--- src/rtl/core/dptc_pkg.sv ---
// Package for the drum pad trigger controller: constants, message and command
// codes, the controller/datapath command and status structs and a phase helper.
// Depends on nothing.
package dptc_pkg;

  localparam int TICKS_IN_BEAT    = 48;
  localparam int PAD_COUNT        = 12;
  localparam int HALF_BEAT        = 24;
  localparam int FIRST_PAD_COLUMN = 10;

  localparam int TICK_W    = 16;
  localparam int X_W       = 4;
  localparam int Y_W       = 3;
  localparam int CMD_W     = 2;
  localparam int KIND_W    = 4;
  localparam int PAD_W     = 4;
  localparam int COL_W     = 3;
  localparam int COUNT_W   = 4;
  localparam int MODES_W   = 24;
  localparam int IN_DATA_W  = 24;
  localparam int OUT_DATA_W = 8;

  localparam int REM_W      = $clog2(TICKS_IN_BEAT);
  localparam int REM1_W     = REM_W + 1;
  localparam int PHASE_W    = $clog2(HALF_BEAT);
  localparam int HALF_STEPS = TICKS_IN_BEAT / HALF_BEAT;
  localparam int PAD_IDX_W  = (PAD_COUNT > 1) ? $clog2(PAD_COUNT) : 1;

  // The tick count is divided by one beat through a rounded-up reciprocal, which is exact
  // for every tick count of TICK_W bits.
  localparam int RECIP_SHIFT = TICK_W + REM_W;
  localparam int RECIP_W     = TICK_W + 1;
  localparam int QUOT_W      = TICK_W - REM_W + 1;
  localparam int PROD_W      = TICK_W + RECIP_W;
  localparam logic [RECIP_W-1:0] RECIP =
    RECIP_W'((2 ** RECIP_SHIFT + TICKS_IN_BEAT - 1) / TICKS_IN_BEAT);

  localparam logic [COUNT_W-1:0] COUNT_MAX = '1;

  localparam logic [CMD_W-1:0] CMD_KEY  = 2'd0;
  localparam logic [CMD_W-1:0] CMD_TICK = 2'd1;
  localparam logic [CMD_W-1:0] CMD_HIDE = 2'd2;
  localparam logic [CMD_W-1:0] CMD_STOP = 2'd3;

  localparam logic [KIND_W-1:0] KIND_PAD       = 4'd0;
  localparam logic [KIND_W-1:0] KIND_START     = 4'd1;
  localparam logic [KIND_W-1:0] KIND_STOP      = 4'd2;
  localparam logic [KIND_W-1:0] KIND_CLEAR_TAP = 4'd3;
  localparam logic [KIND_W-1:0] KIND_TAP       = 4'd4;
  localparam logic [KIND_W-1:0] KIND_DOWNBEAT  = 4'd5;
  localparam logic [KIND_W-1:0] KIND_HALFBEAT  = 4'd6;
  localparam logic [KIND_W-1:0] KIND_HIDE      = 4'd7;
  localparam logic [KIND_W-1:0] KIND_LEDSET    = 4'd8;

  localparam logic [1:0] MODE_TRIG    = 2'd0;
  localparam logic [1:0] MODE_DUB_TAP = 2'd1;
  localparam logic [1:0] MODE_HOLD    = 2'd2;

  localparam logic [1:0] EMIT_START = 2'd0;
  localparam logic [1:0] EMIT_KEY   = 2'd1;
  localparam logic [1:0] EMIT_SCAN  = 2'd2;
  localparam logic [1:0] EMIT_LED   = 2'd3;

  typedef struct packed {
    logic       latch;
    logic       key_exec;
    logic       hide_exec;
    logic       stop_exec;
    logic       div_step;
    logic       rem_load;
    logic       match_load;
    logic       scan_step;
    logic       emit;
    logic [1:0] emit_sel;
  } ctrl_cmd_t;

  typedef struct packed {
    logic [CMD_W-1:0] cmd;
    logic             out_free;
    logic             key_start_v;
    logic             key_msg_v;
    logic             mask_empty;
    logic             mask_lsb;
    logic             led_v;
  } ctrl_status_t;

  // Reduces a value no larger than one beat to its phase within the half beat.
  function automatic logic [PHASE_W-1:0] mod_half(input logic [REM1_W-1:0] v);
    logic [REM1_W-1:0] r;
    r = v;
    for (int k = 0; k < HALF_STEPS; k++) begin
      if (r >= REM1_W'(HALF_BEAT)) begin
        r = r - REM1_W'(HALF_BEAT);
      end
    end
    return r[PHASE_W-1:0];
  endfunction

endpackage

--- src/rtl/core/dptc_ctrl.sv ---
// Sequencing state machine of the drum pad trigger controller.
// Depends on dptc_pkg; drives the datapath by command and reads its status.
module dptc_ctrl (
  input  logic                  clk,
  input  logic                  rst_n,
  input  logic                  in_tvalid,
  output logic                  in_tready,
  input  dptc_pkg::ctrl_status_t st,
  output dptc_pkg::ctrl_cmd_t    cmd
);
  import dptc_pkg::*;

  localparam logic [2:0] S_IDLE   = 3'd0;
  localparam logic [2:0] S_EXEC   = 3'd1;
  localparam logic [2:0] S_DIV    = 3'd2;
  localparam logic [2:0] S_MATCH  = 3'd3;
  localparam logic [2:0] S_SCAN   = 3'd4;
  localparam logic [2:0] S_LED    = 3'd5;
  localparam logic [2:0] S_KSTART = 3'd6;
  localparam logic [2:0] S_KMSG   = 3'd7;

  logic [2:0] state_r, state_nxt;

  always_comb begin
    cmd       = '0;
    in_tready = 1'b0;
    state_nxt = state_r;
    unique case (state_r)
      S_IDLE: begin
        in_tready = 1'b1;
        if (in_tvalid) begin
          cmd.latch = 1'b1;
          state_nxt = S_EXEC;
        end
      end
      S_EXEC: begin
        unique case (st.cmd)
          CMD_KEY: begin
            cmd.key_exec = 1'b1;
            state_nxt    = S_KSTART;
          end
          CMD_TICK: begin
            cmd.div_step = 1'b1;
            state_nxt    = S_DIV;
          end
          CMD_HIDE: begin
            cmd.hide_exec = 1'b1;
            state_nxt     = S_IDLE;
          end
          default: begin
            cmd.stop_exec = 1'b1;
            state_nxt     = S_IDLE;
          end
        endcase
      end
      S_DIV: begin
        cmd.rem_load = 1'b1;
        state_nxt    = S_MATCH;
      end
      S_MATCH: begin
        cmd.match_load = 1'b1;
        state_nxt      = S_SCAN;
      end
      S_SCAN: begin
        if (st.mask_empty) begin
          state_nxt = S_LED;
        end else if (!st.mask_lsb) begin
          cmd.scan_step = 1'b1;
        end else if (st.out_free) begin
          cmd.scan_step = 1'b1;
          cmd.emit      = 1'b1;
          cmd.emit_sel  = EMIT_SCAN;
        end
      end
      S_LED: begin
        if (!st.led_v) begin
          state_nxt = S_IDLE;
        end else if (st.out_free) begin
          cmd.emit     = 1'b1;
          cmd.emit_sel = EMIT_LED;
          state_nxt    = S_IDLE;
        end
      end
      S_KSTART: begin
        if (!st.key_start_v) begin
          state_nxt = S_KMSG;
        end else if (st.out_free) begin
          cmd.emit     = 1'b1;
          cmd.emit_sel = EMIT_START;
          state_nxt    = S_KMSG;
        end
      end
      S_KMSG: begin
        if (!st.key_msg_v) begin
          state_nxt = S_IDLE;
        end else if (st.out_free) begin
          cmd.emit     = 1'b1;
          cmd.emit_sel = EMIT_KEY;
          state_nxt    = S_IDLE;
        end
      end
      default: state_nxt = S_IDLE;
    endcase
  end

  always_ff @(posedge clk) begin
    if (!rst_n) begin
      state_r <= S_IDLE;
    end else begin
      state_r <= state_nxt;
    end
  end

  a_div_leads_to_match: assert property (@(posedge clk) disable iff (!rst_n)
    (state_r == S_DIV) |=> (state_r == S_MATCH))
    else $error("tick remainder finished without loading the match mask");
  a_ready_only_idle: assert property (@(posedge clk) disable iff (!rst_n)
    cmd.latch |=> !in_tready)
    else $error("new word taken while the previous one is still at work");
  a_one_emit_source: assert property (@(posedge clk) disable iff (!rst_n)
    cmd.emit |-> !cmd.latch && !cmd.div_step && !cmd.match_load)
    else $error("message issued alongside an unrelated command");

endmodule

--- src/rtl/core/dptc_datapath.sv ---
// Datapath of the drum pad trigger controller: pad and transport state,
// tick remainder unit, held pad match scan and the output register.
// Depends on dptc_pkg; commanded by dptc_ctrl.
module dptc_datapath (
  input  logic                           clk,
  input  logic                           rst_n,
  input  logic [dptc_pkg::CMD_W-1:0]     in_cmd,
  input  logic [dptc_pkg::X_W-1:0]       in_key_x,
  input  logic [dptc_pkg::Y_W-1:0]       in_key_y,
  input  logic                           in_key_down,
  input  logic [dptc_pkg::TICK_W-1:0]    in_tick_value,
  input  logic                           cfg_we,
  input  logic [dptc_pkg::MODES_W-1:0]   cfg_wdata,
  input  dptc_pkg::ctrl_cmd_t             cmd,
  output dptc_pkg::ctrl_status_t          st,
  output logic                           out_tvalid,
  input  logic                           out_tready,
  output logic [dptc_pkg::KIND_W-1:0]    out_kind,
  output logic [dptc_pkg::PAD_W-1:0]     out_pad,
  output logic [dptc_pkg::COL_W-1:0]     out_col,
  output logic                           out_last
);
  import dptc_pkg::*;

  logic [MODES_W-1:0]   pad_modes_r;
  logic                 running_r, running_nxt;
  logic [COUNT_W-1:0]   tkc_r, tkc_nxt;
  logic [COUNT_W-1:0]   press_r [PAD_COUNT];
  logic [COUNT_W-1:0]   press_nxt [PAD_COUNT];
  logic [PAD_COUNT-1:0] hold_r, hold_nxt;
  logic [PHASE_W-1:0]   phase_r [PAD_COUNT];
  logic [REM_W-1:0]     prev_tick_r, prev_tick_nxt;

  logic [CMD_W-1:0]     cmd_r;
  logic [X_W-1:0]       kx_r;
  logic [Y_W-1:0]       ky_r;
  logic                 kdown_r;
  logic [TICK_W-1:0]    tv_r;
  logic [QUOT_W-1:0]    quot_r;
  logic [REM_W-1:0]     rem_r;

  logic [PAD_COUNT-1:0] mask_r;
  logic [PAD_W-1:0]     scan_idx_r;
  logic                 led_v_r;
  logic [KIND_W-1:0]    led_kind_r;

  logic                 ks_r, ks_nxt;
  logic                 km_r, km_nxt;
  logic [KIND_W-1:0]    kk_r, kk_nxt;
  logic [PAD_W-1:0]     kp_r, kp_nxt;
  logic [COL_W-1:0]     kc_r, kc_nxt;

  logic                 out_valid_r;
  logic [KIND_W-1:0]    out_kind_r;
  logic [PAD_W-1:0]     out_pad_r;
  logic [COL_W-1:0]     out_col_r;
  logic                 out_last_r;

  logic [X_W-1:0]       xoff;
  logic [PAD_W-1:0]     p;
  logic [PAD_IDX_W-1:0] pidx;
  logic                 pad_ok;
  logic [1:0]           mode;
  logic [COUNT_W-1:0]   cnt_new;
  logic [COUNT_W-1:0]   tkc_inc;
  logic [PHASE_W-1:0]   phase_arm;
  logic                 phase_we;
  logic [PROD_W-1:0]    recip_prod;
  logic [TICK_W-1:0]    quot_beats;
  logic [TICK_W-1:0]    rem_full;
  logic [PHASE_W-1:0]   t_half;
  logic [PAD_COUNT-1:0] mask_load;
  logic                 out_free;

  function automatic logic [X_W-1:0] in_key_x_latched_off(input logic [X_W-1:0] x);
    return x - X_W'(FIRST_PAD_COLUMN);
  endfunction

  assign xoff       = in_key_x_latched_off(kx_r);
  assign p          = {xoff[2:1], ky_r[2:1]};
  assign pad_ok     = (p < PAD_W'(PAD_COUNT));
  assign pidx       = p[PAD_IDX_W-1:0];
  assign mode       = pad_modes_r[{p, 1'b0} +: 2];
  assign tkc_inc    = (tkc_r < COUNT_MAX) ? tkc_r + 1'b1 : tkc_r;
  assign phase_arm  = mod_half({1'b0, prev_tick_r} + REM1_W'(1));
  assign recip_prod = {{RECIP_W{1'b0}}, tv_r} * {{TICK_W{1'b0}}, RECIP};
  assign quot_beats = {{(TICK_W-QUOT_W){1'b0}}, quot_r} * TICK_W'(TICKS_IN_BEAT);
  assign rem_full   = tv_r - quot_beats;
  assign t_half     = mod_half({1'b0, rem_r});
  assign out_free   = !out_valid_r || out_tready;

  always_comb begin
    for (int i = 0; i < PAD_COUNT; i++) begin
      mask_load[i] = hold_r[i] && (phase_r[i] == t_half);
    end
  end

  always_comb begin
    press_nxt     = press_r;
    tkc_nxt       = tkc_r;
    hold_nxt      = hold_r;
    running_nxt   = running_r;
    prev_tick_nxt = prev_tick_r;
    phase_we      = 1'b0;
    cnt_new       = press_r[pidx];
    ks_nxt        = ks_r;
    km_nxt        = km_r;
    kk_nxt        = kk_r;
    kp_nxt        = kp_r;
    kc_nxt        = kc_r;
    if (cmd.key_exec) begin
      ks_nxt = 1'b0;
      km_nxt = 1'b0;
      kk_nxt = KIND_PAD;
      kp_nxt = '0;
      kc_nxt = '0;
      if (!kx_r[X_W-1]) begin
        if (!kdown_r) begin
          if (ky_r >= Y_W'(1) && ky_r <= Y_W'(3) && tkc_r != '0) begin
            tkc_nxt = tkc_r - 1'b1;
          end
        end else if (ky_r == '0) begin
          km_nxt = 1'b1;
          if (running_r) begin
            kk_nxt = KIND_STOP;
          end else begin
            kk_nxt = KIND_LEDSET;
            kc_nxt = kx_r[COL_W-1:0];
          end
        end else if (ky_r <= Y_W'(3)) begin
          tkc_nxt = tkc_inc;
          if (tkc_inc == COUNT_W'(1)) begin
            if (kx_r < X_W'(3)) begin
              km_nxt = 1'b1;
              kk_nxt = KIND_CLEAR_TAP;
            end else if (kx_r < X_W'(6)) begin
              km_nxt = 1'b1;
              kk_nxt = KIND_TAP;
            end
          end
        end else if (ky_r == Y_W'(7) && kx_r == '0) begin
          km_nxt = 1'b1;
          kk_nxt = KIND_HIDE;
          tkc_nxt = '0;
          for (int i = 0; i < PAD_COUNT; i++) begin
            press_nxt[i] = '0;
          end
        end
      end else if (kx_r >= X_W'(FIRST_PAD_COLUMN) && pad_ok) begin
        if (kdown_r) begin
          if (press_r[pidx] < COUNT_MAX) begin
            cnt_new = press_r[pidx] + 1'b1;
          end
          ks_nxt = !running_r;
          if (cnt_new == COUNT_W'(1)) begin
            if (mode == MODE_TRIG || mode == MODE_DUB_TAP) begin
              km_nxt = 1'b1;
              kp_nxt = p;
            end else if (mode == MODE_HOLD) begin
              hold_nxt[pidx] = 1'b1;
              phase_we       = 1'b1;
            end
          end
        end else begin
          if (press_r[pidx] != '0) begin
            cnt_new = press_r[pidx] - 1'b1;
          end
          if (cnt_new == '0) begin
            if (mode == MODE_DUB_TAP) begin
              km_nxt = 1'b1;
              kp_nxt = p;
            end else if (mode == MODE_HOLD) begin
              hold_nxt[pidx] = 1'b0;
            end
          end
        end
        press_nxt[pidx] = cnt_new;
      end
    end
    if (cmd.hide_exec) begin
      hold_nxt = '0;
      tkc_nxt  = '0;
      for (int i = 0; i < PAD_COUNT; i++) begin
        press_nxt[i] = '0;
      end
    end
    if (cmd.stop_exec) begin
      running_nxt = 1'b0;
    end
    if (cmd.match_load) begin
      running_nxt   = 1'b1;
      prev_tick_nxt = rem_r;
    end
  end

  always_ff @(posedge clk) begin
    if (!rst_n) begin
      pad_modes_r <= '0;
      running_r   <= 1'b0;
      tkc_r       <= '0;
      press_r     <= '{default: '0};
      hold_r      <= '0;
      prev_tick_r <= '0;
      out_valid_r <= 1'b0;
    end else begin
      if (cfg_we) begin
        pad_modes_r <= cfg_wdata;
      end
      running_r   <= running_nxt;
      tkc_r       <= tkc_nxt;
      press_r     <= press_nxt;
      hold_r      <= hold_nxt;
      prev_tick_r <= prev_tick_nxt;
      if (cmd.emit) begin
        out_valid_r <= 1'b1;
      end else if (out_tready) begin
        out_valid_r <= 1'b0;
      end
    end
  end

  always_ff @(posedge clk) begin
    if (phase_we) begin
      phase_r[pidx] <= phase_arm;
    end
    ks_r <= ks_nxt;
    km_r <= km_nxt;
    kk_r <= kk_nxt;
    kp_r <= kp_nxt;
    kc_r <= kc_nxt;
    if (cmd.latch) begin
      cmd_r   <= in_cmd;
      kx_r    <= in_key_x;
      ky_r    <= in_key_y;
      kdown_r <= in_key_down;
      tv_r    <= in_tick_value;
    end
    if (cmd.div_step) begin
      quot_r <= recip_prod[RECIP_SHIFT +: QUOT_W];
    end
    if (cmd.rem_load) begin
      rem_r <= rem_full[REM_W-1:0];
    end
    if (cmd.match_load) begin
      mask_r     <= mask_load;
      scan_idx_r <= '0;
      led_v_r    <= (rem_r == '0) || (rem_r == REM_W'(HALF_BEAT));
      led_kind_r <= (rem_r == '0) ? KIND_DOWNBEAT : KIND_HALFBEAT;
    end else if (cmd.scan_step) begin
      mask_r     <= mask_r >> 1;
      scan_idx_r <= scan_idx_r + 1'b1;
    end
    if (cmd.emit) begin
      out_pad_r <= '0;
      out_col_r <= '0;
      case (cmd.emit_sel)
        EMIT_START: begin
          out_kind_r <= KIND_START;
          out_last_r <= !km_r;
        end
        EMIT_KEY: begin
          out_kind_r <= kk_r;
          out_pad_r  <= kp_r;
          out_col_r  <= kc_r;
          out_last_r <= 1'b1;
        end
        EMIT_SCAN: begin
          out_kind_r <= KIND_PAD;
          out_pad_r  <= scan_idx_r;
          out_last_r <= ((mask_r >> 1) == '0) && !led_v_r;
        end
        default: begin
          out_kind_r <= led_kind_r;
          out_last_r <= 1'b1;
        end
      endcase
    end
  end

  assign st.cmd         = cmd_r;
  assign st.out_free    = out_free;
  assign st.key_start_v = ks_r;
  assign st.key_msg_v   = km_r;
  assign st.mask_empty  = (mask_r == '0);
  assign st.mask_lsb    = mask_r[0];
  assign st.led_v       = led_v_r;

  assign out_tvalid = out_valid_r;
  assign out_kind   = out_kind_r;
  assign out_pad    = out_pad_r;
  assign out_col    = out_col_r;
  assign out_last   = out_last_r;

  a_no_overwrite: assert property (@(posedge clk) disable iff (!rst_n)
    cmd.emit |-> out_free)
    else $error("output register overwritten before its word was taken");
  a_scan_nonempty: assert property (@(posedge clk) disable iff (!rst_n)
    cmd.scan_step |-> (mask_r != '0))
    else $error("scan stepped past the last matching pad");
  a_tick_runs: assert property (@(posedge clk) disable iff (!rst_n)
    cmd.match_load |=> running_r)
    else $error("tick did not set the transport running");
  a_key_only_for_key: assert property (@(posedge clk) disable iff (!rst_n)
    cmd.key_exec |-> (cmd_r == CMD_KEY))
    else $error("key handling started for a word that is not a key event");

endmodule

--- src/rtl/core/drum_pad_trigger_controller.sv ---
// Drum pad trigger controller top level; depends on dptc_pkg, dptc_ctrl and dptc_datapath.
// A word is taken only when the previous one is finished: a key event passes the execute,
// start and key message states, hide and stop only execute, and a tick the two-step
// reciprocal remainder, match load, one-pad-a-cycle hold scan (held while output is busy)
// to the highest matching held pad, and LED message. Results are registered into one output
// register. Synchronous active-low reset clears only control, pad, transport and valid state.
module drum_pad_trigger_controller (
  input  logic                              clk,
  input  logic                              rst_n,
  input  logic                              in_tvalid,
  output logic                              in_tready,
  // Fields from bit 0: key_x[3:0], key_y[6:4], key_down[7], tick_value[23:8].
  input  logic [dptc_pkg::IN_DATA_W-1:0]    in_tdata,
  // Fields from bit 0: cmd[1:0].
  input  logic [dptc_pkg::CMD_W-1:0]        in_tuser,
  output logic                              out_tvalid,
  input  logic                              out_tready,
  // Fields from bit 0: pad[3:0], led_column[6:4], zero[7].
  output logic [dptc_pkg::OUT_DATA_W-1:0]   out_tdata,
  // Fields from bit 0: msg_kind[3:0].
  output logic [dptc_pkg::KIND_W-1:0]       out_tuser,
  output logic                              out_tlast,
  input  logic                              cfg_we,
  input  logic [dptc_pkg::MODES_W-1:0]      cfg_wdata
);
  import dptc_pkg::*;

  ctrl_cmd_t        cmd;
  ctrl_status_t     st;
  logic [PAD_W-1:0] out_pad;
  logic [COL_W-1:0] out_col;

  dptc_ctrl u_ctrl (
    .clk       (clk),
    .rst_n     (rst_n),
    .in_tvalid (in_tvalid),
    .in_tready (in_tready),
    .st        (st),
    .cmd       (cmd)
  );

  dptc_datapath u_datapath (
    .clk           (clk),
    .rst_n         (rst_n),
    .in_cmd        (in_tuser),
    .in_key_x      (in_tdata[3:0]),
    .in_key_y      (in_tdata[6:4]),
    .in_key_down   (in_tdata[7]),
    .in_tick_value (in_tdata[23:8]),
    .cfg_we        (cfg_we),
    .cfg_wdata     (cfg_wdata),
    .cmd           (cmd),
    .st            (st),
    .out_tvalid    (out_tvalid),
    .out_tready    (out_tready),
    .out_kind      (out_tuser),
    .out_pad       (out_pad),
    .out_col       (out_col),
    .out_last      (out_tlast)
  );

  assign out_tdata = {1'b0, out_col, out_pad};

endmodule

--- config.mk ---
export PLATFORM = sky130hd
export DESIGN_NAME = drum_pad_trigger_controller
export DESIGN_NICKNAME = d
export VERILOG_FILES = /design/src/rtl/core/dptc_pkg.sv /design/src/rtl/core/dptc_ctrl.sv /design/src/rtl/core/dptc_datapath.sv /design/src/rtl/core/drum_pad_trigger_controller.sv
export SDC_FILE = /design/constraint.sdc
export NUM_CORES = 1
export LEC_CHECK = 0
export BUFFER_PORTS_ARGS = -buffer_cell sky130_fd_sc_hd__buf_4
export CAP_MARGIN = 10
export CORE_MARGIN = 2
export CORE_UTILIZATION = 45
export DETAILED_ROUTE_END_ITERATION = 8
export REMOVE_ABC_BUFFERS = 1
export SYNTH_ARGS = -nofsm -noshare
export SYNTH_HDL_FRONTEND = slang
export SYNTH_SLANG_ARGS = --single-unit
--- constraint.sdc ---
create_clock -name clk -period 7.4 [get_ports clk]
set_input_delay 0 -clock clk [delete_from_list [all_inputs] [get_ports clk]]
set_output_delay 0 -clock clk [all_outputs]
set_load 0.01 [all_outputs]
# After elaboration in Yosys (flattened, before gate mapping)
# Memories as Yosys holds them, arrays and structs flattened.
# Index checks and enable logic that the tools add are counted.
dict set report word_totals {
  mem_bits_rw 60
  ff_bits 188
  mem_bits_ro 0
  elab_cells 295
  input_bits 55
  out_inout_bits 15
  latch_bits 0
  mem_count 1
}
# memory words word_bits read_ports rd_ports_with_merged_regs write_ports line
set mem_list {}
lappend mem_list {u_datapath.phase_r 12 5 12 0 1 dptc_datapath.sv:31} ;# logic [PHASE_W-1:0] phase_r [PAD_COUNT];
dict set report classes {
  reduce_logical 55
  n_mul 2
  n_addsub 12
  bitwise_logic 8
  div_mod_pow 0
  n_lt_le_gt_ge 16
  n_mux 121
  shifts 1
  n_eq_ne 40
}
# op n
set op_table {}
lappend op_table {{48-bit 2-to-1 mux} 6}
lappend op_table {{4-bit 2-to-1 mux} 36}
lappend op_table {{12-bit 2-to-1 mux} 9}
lappend op_table {{5-bit equality test} 12}
lappend op_table {{48-bit bitwise mux} 1}
lappend op_table {{3-bit 2-to-1 mux} 16}
lappend op_table {{1-bit 2-to-1 mux} 39}
lappend op_table {{16-bit by 16-bit multiplier with 32-bit output, second input constant} 1}
lappend op_table {{12-bit logical NOT} 2}
lappend op_table {{3-bit case mux with 8 select lines} 1}
lappend op_table {{24-bit by 6-bit variable part select with 2-bit output} 1}
lappend op_table {{7-bit by 5-bit greater-or-equal comparator with 1-bit output, second input constant} 3}
lappend op_table {{1-bit logical AND} 19}
lappend op_table {{4-bit binary-select mux with 4-bit select} 1}
lappend op_table {{4-bit demux with 4-bit select} 1}
lappend op_table {{3-bit equality test, second input constant} 5}
lappend op_table {{7-bit 2-to-1 mux} 2}
lappend op_table {{2-bit nonzero test} 7}
lappend op_table {{4-bit by 1-bit adder with 4-bit output, second input constant} 3}
lappend op_table {{12-bit AND} 1}
lappend op_table {{4-bit < comparator, second input constant} 3}
lappend op_table {{2-bit != test, second input constant} 6}
lappend op_table {{12-bit inverter} 1}
lappend op_table {{12-bit bitwise OR} 1}
lappend op_table {{51 further kinds} 78}

# Longest topological paths before layout
dict set report logic_depth {
  ltp_word 19
  ltp_mapped 19
  ltp_nobuf 19
}

# By module
# Synthesis repeated with hierarchy kept, for this count alone.
dict set report hier_totals {
  cells_unflattened 1350
  area_unflattened_um2 14501.4
}
# module cells_per_inst n_inst seq_area_each_um2 area_per_inst_um2
set by_module_without_submodules {}
lappend by_module_without_submodules {dptc_datapath 1302 1 6025.8 14123.5}
lappend by_module_without_submodules {dptc_ctrl 46 1 60.1 366.6}
lappend by_module_without_submodules {drum_pad_trigger_controller 2 1 0.0 11.3}

# Least setup slack after synthesis
# No wires, ideal clock.
dict set report synth_timing {
  path_kind {flip-flop to flip-flop}
  from {register u_datapath.tv_r[2]}
  to {register u_datapath.quot_r[1], data pin}
  setup_ns 0.260
  path_slack_ns 2.180
  path_buffers 0
  path_stages_with_launch 19
  t_arrival_ns 4.960
  required_time_ns 7.140
  synth_period_minus_slack_ns 5.220
  path_cell_list {edfxtp_1 > ha_1 > xor2_1 > ha_1 > or2_2 > fa_1 > inv_1 > fa_1 > inv_1 > fa_1 > inv_1 > fa_1 > inv_1 > ha_1 > a2111oi_0 > nand2_1 > and3_1 > a311o_1 > xnor2_1}
}
dict set report synth_between {
  elab_chain_len 1
}
# element line
set synth_lines {}
lappend synth_lines {{from (decl)} dptc_datapath.sv:38} ;# logic [TICK_W-1:0] tv_r;
lappend synth_lines {{from (signal assigned)} dptc_datapath.sv:236} ;# tv_r <= in_tick_value;
lappend synth_lines {{16-bit by 16-bit multiplier with 32-bit output} dptc_datapath.sv:86} ;# assign recip_prod = {{RECIP_W{1'b0}}, tv_r} * {{TICK_W{1'b0}}, RECIP};
lappend synth_lines {{named net u_datapath.recip_prod[23]} dptc_datapath.sv:68} ;# logic [PROD_W-1:0] recip_prod;
lappend synth_lines {{to (signal assigned)} dptc_datapath.sv:239} ;# quot_r <= recip_prod[RECIP_SHIFT +: QUOT_W];
lappend synth_lines {{to (decl)} dptc_datapath.sv:39} ;# logic [QUOT_W-1:0] quot_r;
# The timed path passes the listed nets, and every way through them passes these cells.
# A chain may end at the register's enable or synchronous reset.

# Worst setup path in the final report
dict set report layout_timing {
  from {register u_datapath.tv_r[4]}
  to {register u_datapath.quot_r[1], data pin}
}
# The elaborated chain is that of the path after synthesis.

==> run summary <==
CTS built an H-tree with a depth of 1. The buffer depth of the longest clock path came out at 3. After synthesis, the share of flip-flops with an asynchronous set or reset is 0%. The number of buffers created by CTS is 27. The number of primary I/O pins is 70. The top cell type by area accounts for 28.0% of the synthesized area. In this run the clock root is driven by a sky130_fd_sc_hd__clkbuf_16. The wire length of the first global-routing pass is 54.5 mm. The worst-skew pair later-pin latency came out at 530 ps.

The first-pass iteration count of the detailed router is 6. The count of final setup violators is 0. The count of state elements after synthesis is 237. The core box area is 31,500 µm². The worst max-slew margin expressed relative to the limit is 15.5%. The global placer's final weighted congestion is 0.869. The largest net degree at the start of global routing is 38.

The number of fillers in the final layout is 2,693. The endpoint identified for the worst register-to-register timing path is u_datapath.quot_r[1]. Row generation in the floorplan step produced 65 rows.

The total number of nets in the final design is 1,703. In the routed layout, each cell is associated on average with a via count of 5.34. In the final routed layout, each cell accounts on average for 17.8 µm. The number of buffers inserted by port buffering came out at 68. The initial antenna violation count came to 0. After synthesis, flip-flops and latches occupy 42.4% of the total area. For this run, the slowest stage of the critical path takes 530 ps. The tightest min-delay check is of the in -> reg type. The total overflow left after global routing is 0. The top fanout value on the critical path is 6. The aggregate negative setup slack is 0 ps. The number of pins with negative max-slew slack in the final report is 0. The number of global-route vias before repair is 10,200. The maximum ir drop on the vdd rail is 0.399 mV. At the end of the flow the core is filled with cells to 54.2%. The number of maximum-capacitance violations is 0. The die is 183 µm wide. The arrival time of data at the critical path endpoint is 5780 ps. The post-route netlist has 10.5% of its cells at a drive strength greater than 1. The startpoint of the worst-slack reg-to-reg timing path is u_datapath.tv_r[4].

Walking the worst path, the cells encountered are ha_1 > xor2_1 > ha_1 > or2_2 > fa_1 > inv_1 > fa_1 > inv_1 > fa_1 > inv_1 > fa_1 > inv_1 > ha_1 > a2111oi_0 > nand2_1 > and3_1 > a311o_1 > xnor2_1. The count of yosys warnings during synthesis came out at 0. The final layout contains routed wiring with a total length of 33.7 mm. The smallest clock period supported by the final layout is computed as 5510 ps.

The most critical setup path has its startpoint at u_datapath.tv_r[4]. Setup repair after global routing left no endpoint under its margin. The depth of the worst register-to-register path came out at 18. The setup clock skew after layout came out at 11.8 ps. TritonCTS built the clock tree. The netlist area before placement is 14,400 µm². For flop-to-flop paths, the worst setup slack is 1890 ps. STA classifies the critical path endpoint as a register. STA classifies the critical path startpoint as a register.

In this run the power density over the cells is 316 nW/µm². The die area came out at 33,400 µm². In this run, the number of DRC markers left after iteration 0 of detailed routing was 601. The floorplan step set the die height to 183 µm. The post-synthesis average cell area is 10.8 µm². The most critical setup path has its endpoint at u_datapath.quot_r[1].

The synthesized netlist cell count came out at 1,330. The leakage dissipation came out at 0.00705 µW. The number of enable flip-flop cells after synthesis came out at 134. The required time at the worst-slack endpoint is 7670 ps. The library cell contributing the largest single delay on the critical path is sky130_fd_sc_hd__fa_1.

After detailed routing, the number of remaining DRC violations is 0. The layout overhead on the synthesized area came out at 18.7%. The starting density of the core is 45.7%.

The remaining antenna violation count came out at 0. For this run, the top clock speed supported by timing is 0.181 GHz. The total inserted antenna cells is 0.

In the synthesized netlist the dominant register cell turns out to be sky130_fd_sc_hd__edfxtp_1. The total global-route track usage came out at 20.7%. The leading area contributor after synthesis is sky130_fd_sc_hd__edfxtp_1. The period utilization is 74.5%.

The post-CTS clock slew at the launch and capture registers of the worst setup and hold paths is 60 ps. The number of sinks handled by clock tree synthesis came out at 237. The setup path with the least slack is of type reg -> reg. The via total after detailed routing came out at 10,100. The measured slew at the worst slew-check pin came out at 1260 ps. The number of library cell types mapped by synthesis came out at 81. The number of hold-slack violations in the final timing report came out at 0.

By area the synthesized netlist is led by sky130_fd_sc_hd__edfxtp_1 (28%), sky130_fd_sc_hd__dfxtp_1 (14%), sky130_fd_sc_hd__ha_1 (9.6%). The run finished with clean final reports. The total half-perimeter wirelength after legalization and detailed placement is 23.8 mm.
==> worst max-delay path, delay by kind of cell (launching register included) <==
| family | cells | cell delay, ps |
|---|---|---|
| xor+xnor | 2 | 330 |
| buf+inv | 4 | 200 |
| simple gates | 3 | 600 |
| flops | 1 | 500 |
| compound gates | 2 | 780 |
| fa+ha+maj | 7 | 2840 |
==> layout make-up <==
type	instances	area (µm²)	share of cell area [%]
multi-input combinational	847	7320	42.9
sequential	237	6090	35.7
timing repair buffer	171	1520	8.91
clock buffer	41	841	4.93
inverter	188	708	4.15
tap	402	503	2.95
clock inverter	8	77.6	0.455
==> layout by cell type, fill, tap and decap left out, types with 55 or more instances in the layout <==
| cell | instances |
|---|---|
| sky130_fd_sc_hd__edfxtp_1 | 134 |
| sky130_fd_sc_hd__buf_4 | 77 |
| sky130_fd_sc_hd__fa_1 | 66 |
| sky130_fd_sc_hd__nand2_1 | 101 |
| sky130_fd_sc_hd__dfxtp_1 | 103 |
| sky130_fd_sc_hd__ha_1 | 110 |
| sky130_fd_sc_hd__nor2_1 | 55 |
| sky130_fd_sc_hd__xnor2_1 | 63 |
| sky130_fd_sc_hd__inv_1 | 185 |
| sky130_fd_sc_hd__dlygate4sd3_1 | 94 |
==> kinds of logic after synthesis <==
| kind of cell | count (synthesis) | synth area share [%] |
|---|---|---|
| AND/OR/NAND/NOR | 331 | 11.5 |
| AO/OA/AOI/OAI | 191 | 9.63 |
| adder cells (fa/ha/maj) | 176 | 18.8 |
| buffers and inverters | 246 | 6.80 |
| XOR/XNOR | 88 | 5.36 |
| multiplexers | 60 | 5.57 |
| flip-flops | 237 | 42.4 |
| other | 1 | 0.0261 |
==> cells in the mapped netlist, types with 3 or more instances <==
cell type                  number
sky130_fd_sc_hd__a21boi_0       8
sky130_fd_sc_hd__a21o_1         4
sky130_fd_sc_hd__a21oi_1       32
sky130_fd_sc_hd__a22o_1        13
sky130_fd_sc_hd__a22oi_1        8
sky130_fd_sc_hd__a31oi_1        6
sky130_fd_sc_hd__a32o_1        21
sky130_fd_sc_hd__and2_1         9
sky130_fd_sc_hd__and3_1        11
sky130_fd_sc_hd__buf_1          4
sky130_fd_sc_hd__buf_2         13
sky130_fd_sc_hd__clkbuf_1      37
sky130_fd_sc_hd__dfxtp_1      103
sky130_fd_sc_hd__edfxtp_1     134
sky130_fd_sc_hd__fa_1          66
sky130_fd_sc_hd__ha_1         110
sky130_fd_sc_hd__inv_1        185
sky130_fd_sc_hd__mux2i_1       44
sky130_fd_sc_hd__mux4_1         3
sky130_fd_sc_hd__mux4_2        11
sky130_fd_sc_hd__nand2_1      101
sky130_fd_sc_hd__nand2b_1       9
sky130_fd_sc_hd__nand3_1       45
sky130_fd_sc_hd__nand4_1        6
sky130_fd_sc_hd__nor2_1        55
sky130_fd_sc_hd__nor2b_1       36
sky130_fd_sc_hd__nor3_1        24
sky130_fd_sc_hd__nor4_1         8
sky130_fd_sc_hd__o211ai_1       3
sky130_fd_sc_hd__o21a_1        11
sky130_fd_sc_hd__o21ai_0       21
sky130_fd_sc_hd__o21ai_1       25
sky130_fd_sc_hd__o221ai_1      10
sky130_fd_sc_hd__or2_2          4
sky130_fd_sc_hd__or3_1          6
sky130_fd_sc_hd__xnor2_1       63
sky130_fd_sc_hd__xor2_1        25
==> metal layers <==
| metal | vias to the layer above | track usage (%) | wire, µm | share of wire (%) |
|---|---|---|---|---|
| met5 | - | 0 | 0 | 0 |
| met2 | 188 | 34.7 | 16200 | 48 |
| met1 | 4995 | 29.0 | 15500 | 46 |
| met3 | 43 | 2.27 | 1240 | 3.7 |
| met4 | 0 | 4.84 | 721 | 2.1 |
| li1 | 4881 | - | - | - |
==> registers in the layout (all words and copies together) (netlist names), 3 cells and up, named ones only <==
| register | cells |
|---|---|
| u_datapath.kk_r | 4 |
| u_datapath.out_col | 3 |
| u_datapath.ky_r | 3 |
| u_datapath.pad_modes_r | 24 |
| u_datapath.rem_r | 6 |
| u_datapath.kp_r | 4 |
| u_datapath.tkc_r | 4 |
| u_datapath.out_kind | 4 |
| u_datapath.prev_tick_r | 6 |
| u_datapath.press_r | 48 |
| u_datapath.phase_r | 60 |
| u_ctrl.state_r | 3 |
| u_datapath.out_pad | 4 |
| u_datapath.kx_r | 4 |
| u_datapath.mask_r | 12 |
| u_datapath.kc_r | 3 |
| u_datapath.tv_r | 16 |
| u_datapath.scan_idx_r | 4 |
==> power by group <==
group	total (µW)	switching (µW)	leakage (µW)	internal [µW]
sequential	1550	69.0	0.00206	1480
combinational	2490	1380	0.00453	1110
clock	1350	535	0.000454	819
total	5400	1990	0.00705	3410
==> how the worst min path moves through the flow <==
stage                                      to         start  cells after the start
after floorplan           u_datapath.cmd_r[0]   in_tuser[0]                      0
after global placement     u_datapath.ky_r[0]   in_tdata[4]                      1
after detailed placement  u_datapath.tv_r[13]  in_tdata[21]                      1
after CTS                  u_datapath.tv_r[9]  in_tdata[17]                      2
after global routing       u_datapath.tv_r[8]  in_tdata[16]                      2
final                      u_datapath.kx_r[0]   in_tdata[0]                      2
==> stage by stage <==
step / area (µm²) / hold slack, ps / setup WS (ps) / total power (µW) / std cells
2_1_floorplan: 14100 / 98.9 / 2180 / 3400 / 1272
3_3_place_gp: 15200 / 178 / 1970 / 3990 / 1751
3_5_place_dp: 15200 / 179 / 1880 / 4040 / 1751
4_1_cts: 17100 / 173 / 1860 / 5460 / 1894
5_1_grt: 17100 / 183 / 1590 / 5910 / 1894
6_report: 17100 / 192 / 1890 / 5400 / 1894
==> repair_timing <==
action                                 in CTS  in global routing
hold buffers                               94                  0
gates resized for setup                     0                  0
endpoints found under the hold margin      62                  0
setup buffers                               0                  0
Note: power is estimated with default switching activity, not from simulation.
